==> src/rtl/core/rdst_pkg.sv <==
// ----------------------------------------------------------------------------
// Range distinct-symbol tree package
// Shared widths, request codes and the node update control type.
// ----------------------------------------------------------------------------
package rdst_pkg;

  localparam int unsigned LEAVES_DEF   = 1024;
  localparam int unsigned ALPHABET_DEF = 26;
  localparam int unsigned COUNT_W      = 11;
  localparam int unsigned SYM_W        = 5;
  localparam int unsigned POS_W        = 10;
  localparam int unsigned RANGE_W      = 11;
  localparam int unsigned MASK_W       = 26;
  localparam logic [COUNT_W-1:0] COUNT_MAX = '1;

  localparam logic [1:0] REQ_ADD      = 2'd0;
  localparam logic [1:0] REQ_REPLACE  = 2'd1;
  localparam logic [1:0] REQ_QUERY    = 2'd2;
  localparam logic [1:0] REQ_RESERVED = 2'd3;

  typedef struct packed {
    logic [SYM_W-1:0] old_sym;
    logic [SYM_W-1:0] new_sym;
    logic             dec_en;
  } upd_t;

endpackage

==> src/rtl/core/rdst_node_alu.sv <==
// ----------------------------------------------------------------------------
// Node count update
// Counts one symbol down (when dec_en is set) and another up across a node
// word, saturating at both ends, and forms the presence mask of the input word.
// ----------------------------------------------------------------------------
module rdst_node_alu #(
  parameter int unsigned ALPHABET = rdst_pkg::ALPHABET_DEF
) (
  input  logic [ALPHABET*rdst_pkg::COUNT_W-1:0] word_i,
  input  rdst_pkg::upd_t                        upd_i,
  output logic [ALPHABET*rdst_pkg::COUNT_W-1:0] word_o,
  output logic [rdst_pkg::MASK_W-1:0]           mask_o
);
  import rdst_pkg::*;

  for (genvar s = 0; s < ALPHABET; s++) begin : g_lane
    logic [COUNT_W-1:0] c, cd;
    always_comb begin
      c  = word_i[s*COUNT_W +: COUNT_W];
      cd = c;
      if (upd_i.dec_en && (32'(upd_i.old_sym) == s) && (cd != '0)) begin
        cd = cd - COUNT_W'(1);
      end
      if ((32'(upd_i.new_sym) == s) && (cd != COUNT_MAX)) begin
        cd = cd + COUNT_W'(1);
      end
      word_o[s*COUNT_W +: COUNT_W] = cd;
    end
  end

  for (genvar s = 0; s < MASK_W; s++) begin : g_mask
    if (s < ALPHABET) begin : g_on
      assign mask_o[s] = |word_i[s*COUNT_W +: COUNT_W];
    end else begin : g_off
      assign mask_o[s] = 1'b0;
    end
  end

endmodule

==> config.mk <==
export PLATFORM = sky130hd
export DESIGN_NAME = rdst_node_alu
export DESIGN_NICKNAME = d
export VERILOG_FILES = /design/src/rtl/core/rdst_pkg.sv /design/src/rtl/core/rdst_node_alu.sv
export SDC_FILE = /design/constraint.sdc
export NUM_CORES = 1
export LEC_CHECK = 0
export BUFFER_PORTS_ARGS = -buffer_cell sky130_fd_sc_hd__buf_2
export CAP_MARGIN = 30
export CORE_AREA = 5 5 232 234
export DETAILED_ROUTE_END_ITERATION = 7
export DIE_AREA = 0 0 237 239
export PLACE_DENSITY_LB_ADDON = 0.2
export SYNTH_ARGS = -nofsm -noshare
export SYNTH_HDL_FRONTEND = slang
export SYNTH_SLANG_ARGS = --single-unit
==> constraint.sdc <==
create_clock -name vclk -period 5.2
set_input_delay 0.26 -clock vclk [all_inputs]
set_output_delay 0.26 -clock vclk [all_outputs]
set_load 0.03 [all_outputs]
# Word level (Yosys, flattened, before mapping)
# Cells that the tools add are included.
# totals
latchBits	0
ram_bits	0
n_memories	0
output_inout_bits	312
rom_bits	0
reg_bits	0
elab_cells	312
input_bits	297
# classes
bitwise	0
shifts	0
magnitude_cmp	0
reduce_logical	132
n_mul	0
div	0
n_eq_ne	76
muxes	52
n_addsub	52
# op_table
operator	n
$mux 11	52
$add 11x1->11 const B	26
$ne 11x11->1 const B	26
$reduce_bool 11->1	26
$reduce_or 11->1	26
$sub 11x1->11 const B	26
$eq 5x5->1 const B	20
$eq 5x4->1 const B	16
$logic_and 1x1->1	78
$eq 5x3->1 const B	8
$eq 5x2->1 const B	4
$eq 5x1->1 const B	2
$logic_not 5->1	2

# Depth between registers and ports, before layout
# logic_depth
word_depth	7
ltp_mapped	17

# Worst setup path before layout
# No wires, ideal clock.
# synth_path
path_kind	input -> output
startpoint	in word_i[281] in the netlist's numbering
endpoint	out word_o[284] in the netlist's numbering
stages	15
arrival_ns	3.849
n_path_buf	2
required_ns	4.940
slack_ns	1.091
cell_sequence	clkbuf_1 > nor4_1 > and3_1 > clkbuf_1 > inv_1 > nand2_1 > xnor2_1 > ha_1 > nand2b_1 > or4_1 > a22oi_1 > a31oi_1 > nor4b_2 > and4b_1 > or4b_1
# synth_between
elab_chain_cells	6
word_cells_on_any_way	8
# synth_lines
item	line	source
start, declared	rdst_node_alu.sv:9	input logic [ALPHABET*rdst_pkg::COUNT_W-1:0] word_i,
parallel branches: the longest is 2 deep, another holds $sub 11x1->11	n/a	
$mux 11 (*)	rdst_node_alu.sv:21	if (upd_i.dec_en && (32'(upd_i.old_sym) == s) && (cd != '0)) begin
parallel branches: the longest is 2 deep, another holds $add 11x1->11	n/a	
$mux 11 (*)	rdst_node_alu.sv:24	if ((32'(upd_i.new_sym) == s) && (cd != COUNT_MAX)) begin
end, declared	rdst_node_alu.sv:11	output logic [ALPHABET*rdst_pkg::COUNT_W-1:0] word_o,
# Every way passes the cells marked *.

# Final worst setup path
# layout_path
startpoint	in upd_i[9] in the netlist's numbering
endpoint	out word_o[284] in the netlist's numbering
# layout_between
elab_chain_cells	7
word_cells_on_any_way	8
# layout_lines
item	line	source
start, declared	rdst_node_alu.sv:10	input rdst_pkg::upd_t upd_i,
$eq 5x5->1 (*)	rdst_node_alu.sv:21	
$logic_and 1x1->1 (*) (2 in a row)	rdst_node_alu.sv:21	
$mux 11 (*)	rdst_node_alu.sv:21	
parallel branches: the longest is 2 deep, another holds $add 11x1->11	n/a	
$mux 11 (*)	rdst_node_alu.sv:24	
# Marks and branches as above.

==> results.md <==
- For this design the static power due to leakage is 8.00 nW.
- The maximum clock frequency is 220 MHz.
- The most critical setup path has its endpoint at word_o[284].
- For this block, the via count after detailed routing is 22.2k.
- The arrival time reported for the critical path endpoint is 4.28 ns.
- The number of nets in the synthesized netlist is 3,065.
- The overflow left after global routing is 0.
- The flow ran to the end, and the final reports show no timing, DRC or antenna violations.
- The number of setup buffers added after CTS is 0.
- The critical path goes through buf_2 > nand2b_1 > nor2_1 > nand2_1 > xnor2_1 > ha_1 > nand2b_1 > or4_1 > a22oi_1 > a31oi_1 > nor4b_2 > and4b_1 > or4b_1 > buf_2.
- 609 I/O pins were placed.
- The kind of start point of the critical path is a primary input.
- The average size of a mapped cell is 6.45 sq um.
- The power share of the clock group is 0%.
- The initial antenna violation count is 21.
- The worst pin sits at a relative slew slack of 37.9%.
- Together, buffers and inverters on the worst path number 2.
- The fraction of power spent switching nets is 67.4%.
- Summing all flip-flop and latch instances after layout gives 0 sq um.
- The die height is 239 um.
- The number of input and output port buffers inserted is 609.
- The internal power is 462 uW.
- For this run, the slowest stage of the critical path takes 0.50 ns.
- Before antenna repair, the detailed router went through 6 iterations.
- The worst-case IR drop observed on VDD is 0.0563 mV.
- The critical path is of the primary input to output port type.
- The path class of the tightest hold or removal check is primary input to output port.
- Setup violations remaining at the end of the flow were counted as 0.
- The period utilization is 87.3%.
- In this run, flip-flops and latches consume 0% of the power.
- The final count of hold timing violations is 0.
- Of the cells placed in the final design, the portion with a size suffix greater than 1 is 23.7%.
- The number of global-route vias before repair is 20.1k.
- The detailed-route vias per instance is 5.72.
- For this design the total switching power over the nets is 953 uW.
- From left edge to right edge, the die measures 237 um.
- The starting utilization of the core area is 33.5%.
- For this run, the post-layout net count is 3,555.
- The final cell count without fillers is 3,881.
- The estimated wirelength of the detail-placed design is 64.9 mm.
- Broken down by cell family, the worst path's largest delay share belongs to simple AND/OR/NAND/NOR gates.
- In this run, placement finished with an instance count of 3,866.
- The combinational share of power is 100.0%.
- Total power for the finished layout comes to 1.41 mW.
- Global routing consumed, over all layers together, 24.3% of the routing resources.
- Sequential elements use 0% of the synthesized area.
- The critical path starts at upd_i[9].
- The minimum clock period after layout is 4.54 ns.
- The count of pins over their slew limit was 0.
- Entering global routing, the biggest net connects 22 pins.
- The count of cells resized by post-cts repair is 0.
- After detailed routing, the number of remaining DRC violations is 0.
- Setup repair after global routing left no endpoint under its margin.
- In this run the power density over the cells is 67.6 nW/um^2.
- The number of standard cells after synthesis is 2,690.
- Max-cap violations in this run came to 0.
- The area of the mapped netlist is 17,400 sq um.
- In this run the worst path has a maximum fanout of 17.
- In this run, post-CTS hold repair placed 0 buffers.
- STA classifies the critical path endpoint as an output port.
- The clock buffers instantiated in the layout total 0.
- The detailed-route wire length per cell is 19.5 um.
- The number of synthesis warnings is 0.
- The cell with the largest stage delay on the worst path is sky130_fd_sc_hd__or4b_1.
- Yosys mapped the design onto 97 distinct sky130hd cell types.
- Yosys attributes the largest share of cell area to sky130_fd_sc_hd__xnor2_1 (12%), sky130_fd_sc_hd__xor2_1 (6.6%), sky130_fd_sc_hd__ha_1 (5.6%).
- The number of cells on the critical path is 14.
- The final antenna-violating net count is 0.
- The core box area is 51,800 sq um.
- The area added between synthesis and finish is 20.5%.
- The biggest area contributor in the post-synthesis netlist is sky130_fd_sc_hd__xnor2_1.
- The total negative slack is 0 ns.
- In the finished design the tool counted flip-flops and latches totalling 0.
- The top cell type by area accounts for 12.3% of the synthesized area.
- The final weighted congestion in routability-driven placement is 0.964.
- The first routing iteration left 1,523 violations.
- The worst endpoint required time is 4.94 ns.
- Hold is met by 0.864 ns.
- The first-pass GRT wire length is 115 mm.
- The full die area is 56,600 sq um.
- For the pin with the worst max-slew slack, the measured transition is 0.925 ns.
- The final routed wirelength across all metal layers is 75.8 mm.
- The standard-cell row count is 84.
power by group through the flow:
stage | Combinational (mW) | Clock [mW] | Sequential (mW)
6_report | 1.41 | 0.000000386 | 0
5_1_grt | 1.53 | 0.000000206 | 0
3_3_place_gp | 1.41 | 0 | 0
4_1_cts | 1.41 | 0 | 0
3_5_place_dp | 1.41 | 0 | 0
2_1_floorplan | 0.902 | 0 | 0
placed cells by master, fill, tap and decap left out, types with 14 or more instances in the layout:
master                      count
sky130_fd_sc_hd__diode_2       15
sky130_fd_sc_hd__or4_1         48
sky130_fd_sc_hd__o31ai_1       28
sky130_fd_sc_hd__nand3_1      154
sky130_fd_sc_hd__a31oi_1       37
sky130_fd_sc_hd__o2111ai_1     14
sky130_fd_sc_hd__nand2b_1      37
sky130_fd_sc_hd__nor2b_1       33
sky130_fd_sc_hd__a211oi_1      16
sky130_fd_sc_hd__o21ai_0       85
sky130_fd_sc_hd__a21boi_0      17
sky130_fd_sc_hd__a22oi_1       15
sky130_fd_sc_hd__nand4b_1      26
sky130_fd_sc_hd__and3_1        62
sky130_fd_sc_hd__buf_4         23
sky130_fd_sc_hd__and4_1        14
sky130_fd_sc_hd__xor2_1       130
sky130_fd_sc_hd__xnor2_1      243
sky130_fd_sc_hd__a21oi_1       89
sky130_fd_sc_hd__nor4_1        84
sky130_fd_sc_hd__mux2i_1       63
sky130_fd_sc_hd__nand2_1      260
sky130_fd_sc_hd__or3_1         53
sky130_fd_sc_hd__nor4b_1       17
sky130_fd_sc_hd__mux2_2        39
sky130_fd_sc_hd__nor2_1       258
sky130_fd_sc_hd__buf_2        610
sky130_fd_sc_hd__nor3_1       130
sky130_fd_sc_hd__nand3b_1      14
sky130_fd_sc_hd__or2_2         31
sky130_fd_sc_hd__nor3b_1       23
sky130_fd_sc_hd__and2_1        26
sky130_fd_sc_hd__ha_1          78
sky130_fd_sc_hd__o211ai_1      23
sky130_fd_sc_hd__nand4_1       63
sky130_fd_sc_hd__inv_1        102
cell usage after synthesis (9+ instances only):
cell type and number:
sky130_fd_sc_hd__or4_1 48, sky130_fd_sc_hd__o21bai_1 11, sky130_fd_sc_hd__nor2_1 259, sky130_fd_sc_hd__a31oi_1 37, sky130_fd_sc_hd__o31ai_1 28, sky130_fd_sc_hd__a311oi_1 9, sky130_fd_sc_hd__nor3b_1 23, sky130_fd_sc_hd__o2111ai_1 14
sky130_fd_sc_hd__or2_2 31, sky130_fd_sc_hd__nor4_1 84, sky130_fd_sc_hd__a21boi_0 17, sky130_fd_sc_hd__and4_1 14, sky130_fd_sc_hd__a2111oi_0 10, sky130_fd_sc_hd__inv_1 102, sky130_fd_sc_hd__nand2b_1 37, sky130_fd_sc_hd__ha_1 78
sky130_fd_sc_hd__o21ai_0 85, sky130_fd_sc_hd__a21oi_1 89, sky130_fd_sc_hd__nor4b_1 17, sky130_fd_sc_hd__mux2_2 39, sky130_fd_sc_hd__a22oi_1 15, sky130_fd_sc_hd__nand3b_1 14, sky130_fd_sc_hd__nor3_1 130, sky130_fd_sc_hd__nand2_1 260
sky130_fd_sc_hd__and3_1 62, sky130_fd_sc_hd__clkbuf_1 116, sky130_fd_sc_hd__mux2i_1 63, sky130_fd_sc_hd__xnor2_1 243, sky130_fd_sc_hd__nand4_1 63, sky130_fd_sc_hd__xor2_1 130, sky130_fd_sc_hd__a211oi_1 16, sky130_fd_sc_hd__nand3_1 154
sky130_fd_sc_hd__or3_1 53, sky130_fd_sc_hd__buf_2 20, sky130_fd_sc_hd__and2_1 26, sky130_fd_sc_hd__nor2b_1 34, sky130_fd_sc_hd__a211o_1 9, sky130_fd_sc_hd__a21o_1 9, sky130_fd_sc_hd__nand4b_1 26, sky130_fd_sc_hd__o21a_1 12
sky130_fd_sc_hd__o211ai_1 23
through the flow:
| step | area [sq um] | setup slack, ns | util (%) |
|---|---|---|---|
| CTS | 20900 | 0.673 | 40.3 |
| finish | 20900 | 0.660 | 40.4 |
| detailed placement | 20900 | 0.684 | 40.3 |
| global placement | 20900 | 0.811 | 40.3 |
| global route | 20900 | 0.238 | 40.3 |
| floorplan | 17400 | 1.09 | - |
worst min path at each step:
stage                   to        start  slack, ns  cells past startpoint
4_1_cts        word_o[163]  word_i[163]       0.86                      3
6_report       word_o[163]  word_i[163]       0.86                      3
2_1_floorplan  word_o[136]  word_i[136]       0.70                      1
3_5_place_dp   word_o[163]  word_i[163]       0.86                      3
3_3_place_gp   word_o[163]  word_i[163]       0.86                      3
5_1_grt        word_o[163]  word_i[163]       0.88                      3
cell families (layout without fill, tap and decap cells):
logic type | after synthesis | after routing | synth area share, %
AND/OR/NAND/NOR | 1381 | 1381 | 42.8
AO/OA/AOI/OAI | 507 | 507 | 20.8
other | 0 | 15 | 0
XOR/XNOR | 373 | 373 | 18.8
adder cells (fa/ha/maj) | 78 | 78 | 5.62
multiplexers | 104 | 104 | 6.36
buffers and inverters | 247 | 735 | 5.53
layer usage:
metal	GRT usage [%]	vias to the layer above	part of all wire, %
li1	-	11000	-
met1	32.2	10400	43
met2	42.5	741	48
met3	3.45	93	6.4
met4	4.37	16	2.0
met5	0	-	0.11
cell type report:
cell class,count,area (sq um)
multi-input combinational,2443,16400
inverter,102,383
fill,5754,30900
tap,688,861
timing repair buffer,633,3230
antenna,15,37.5
(Power assumes the default switching activity.)
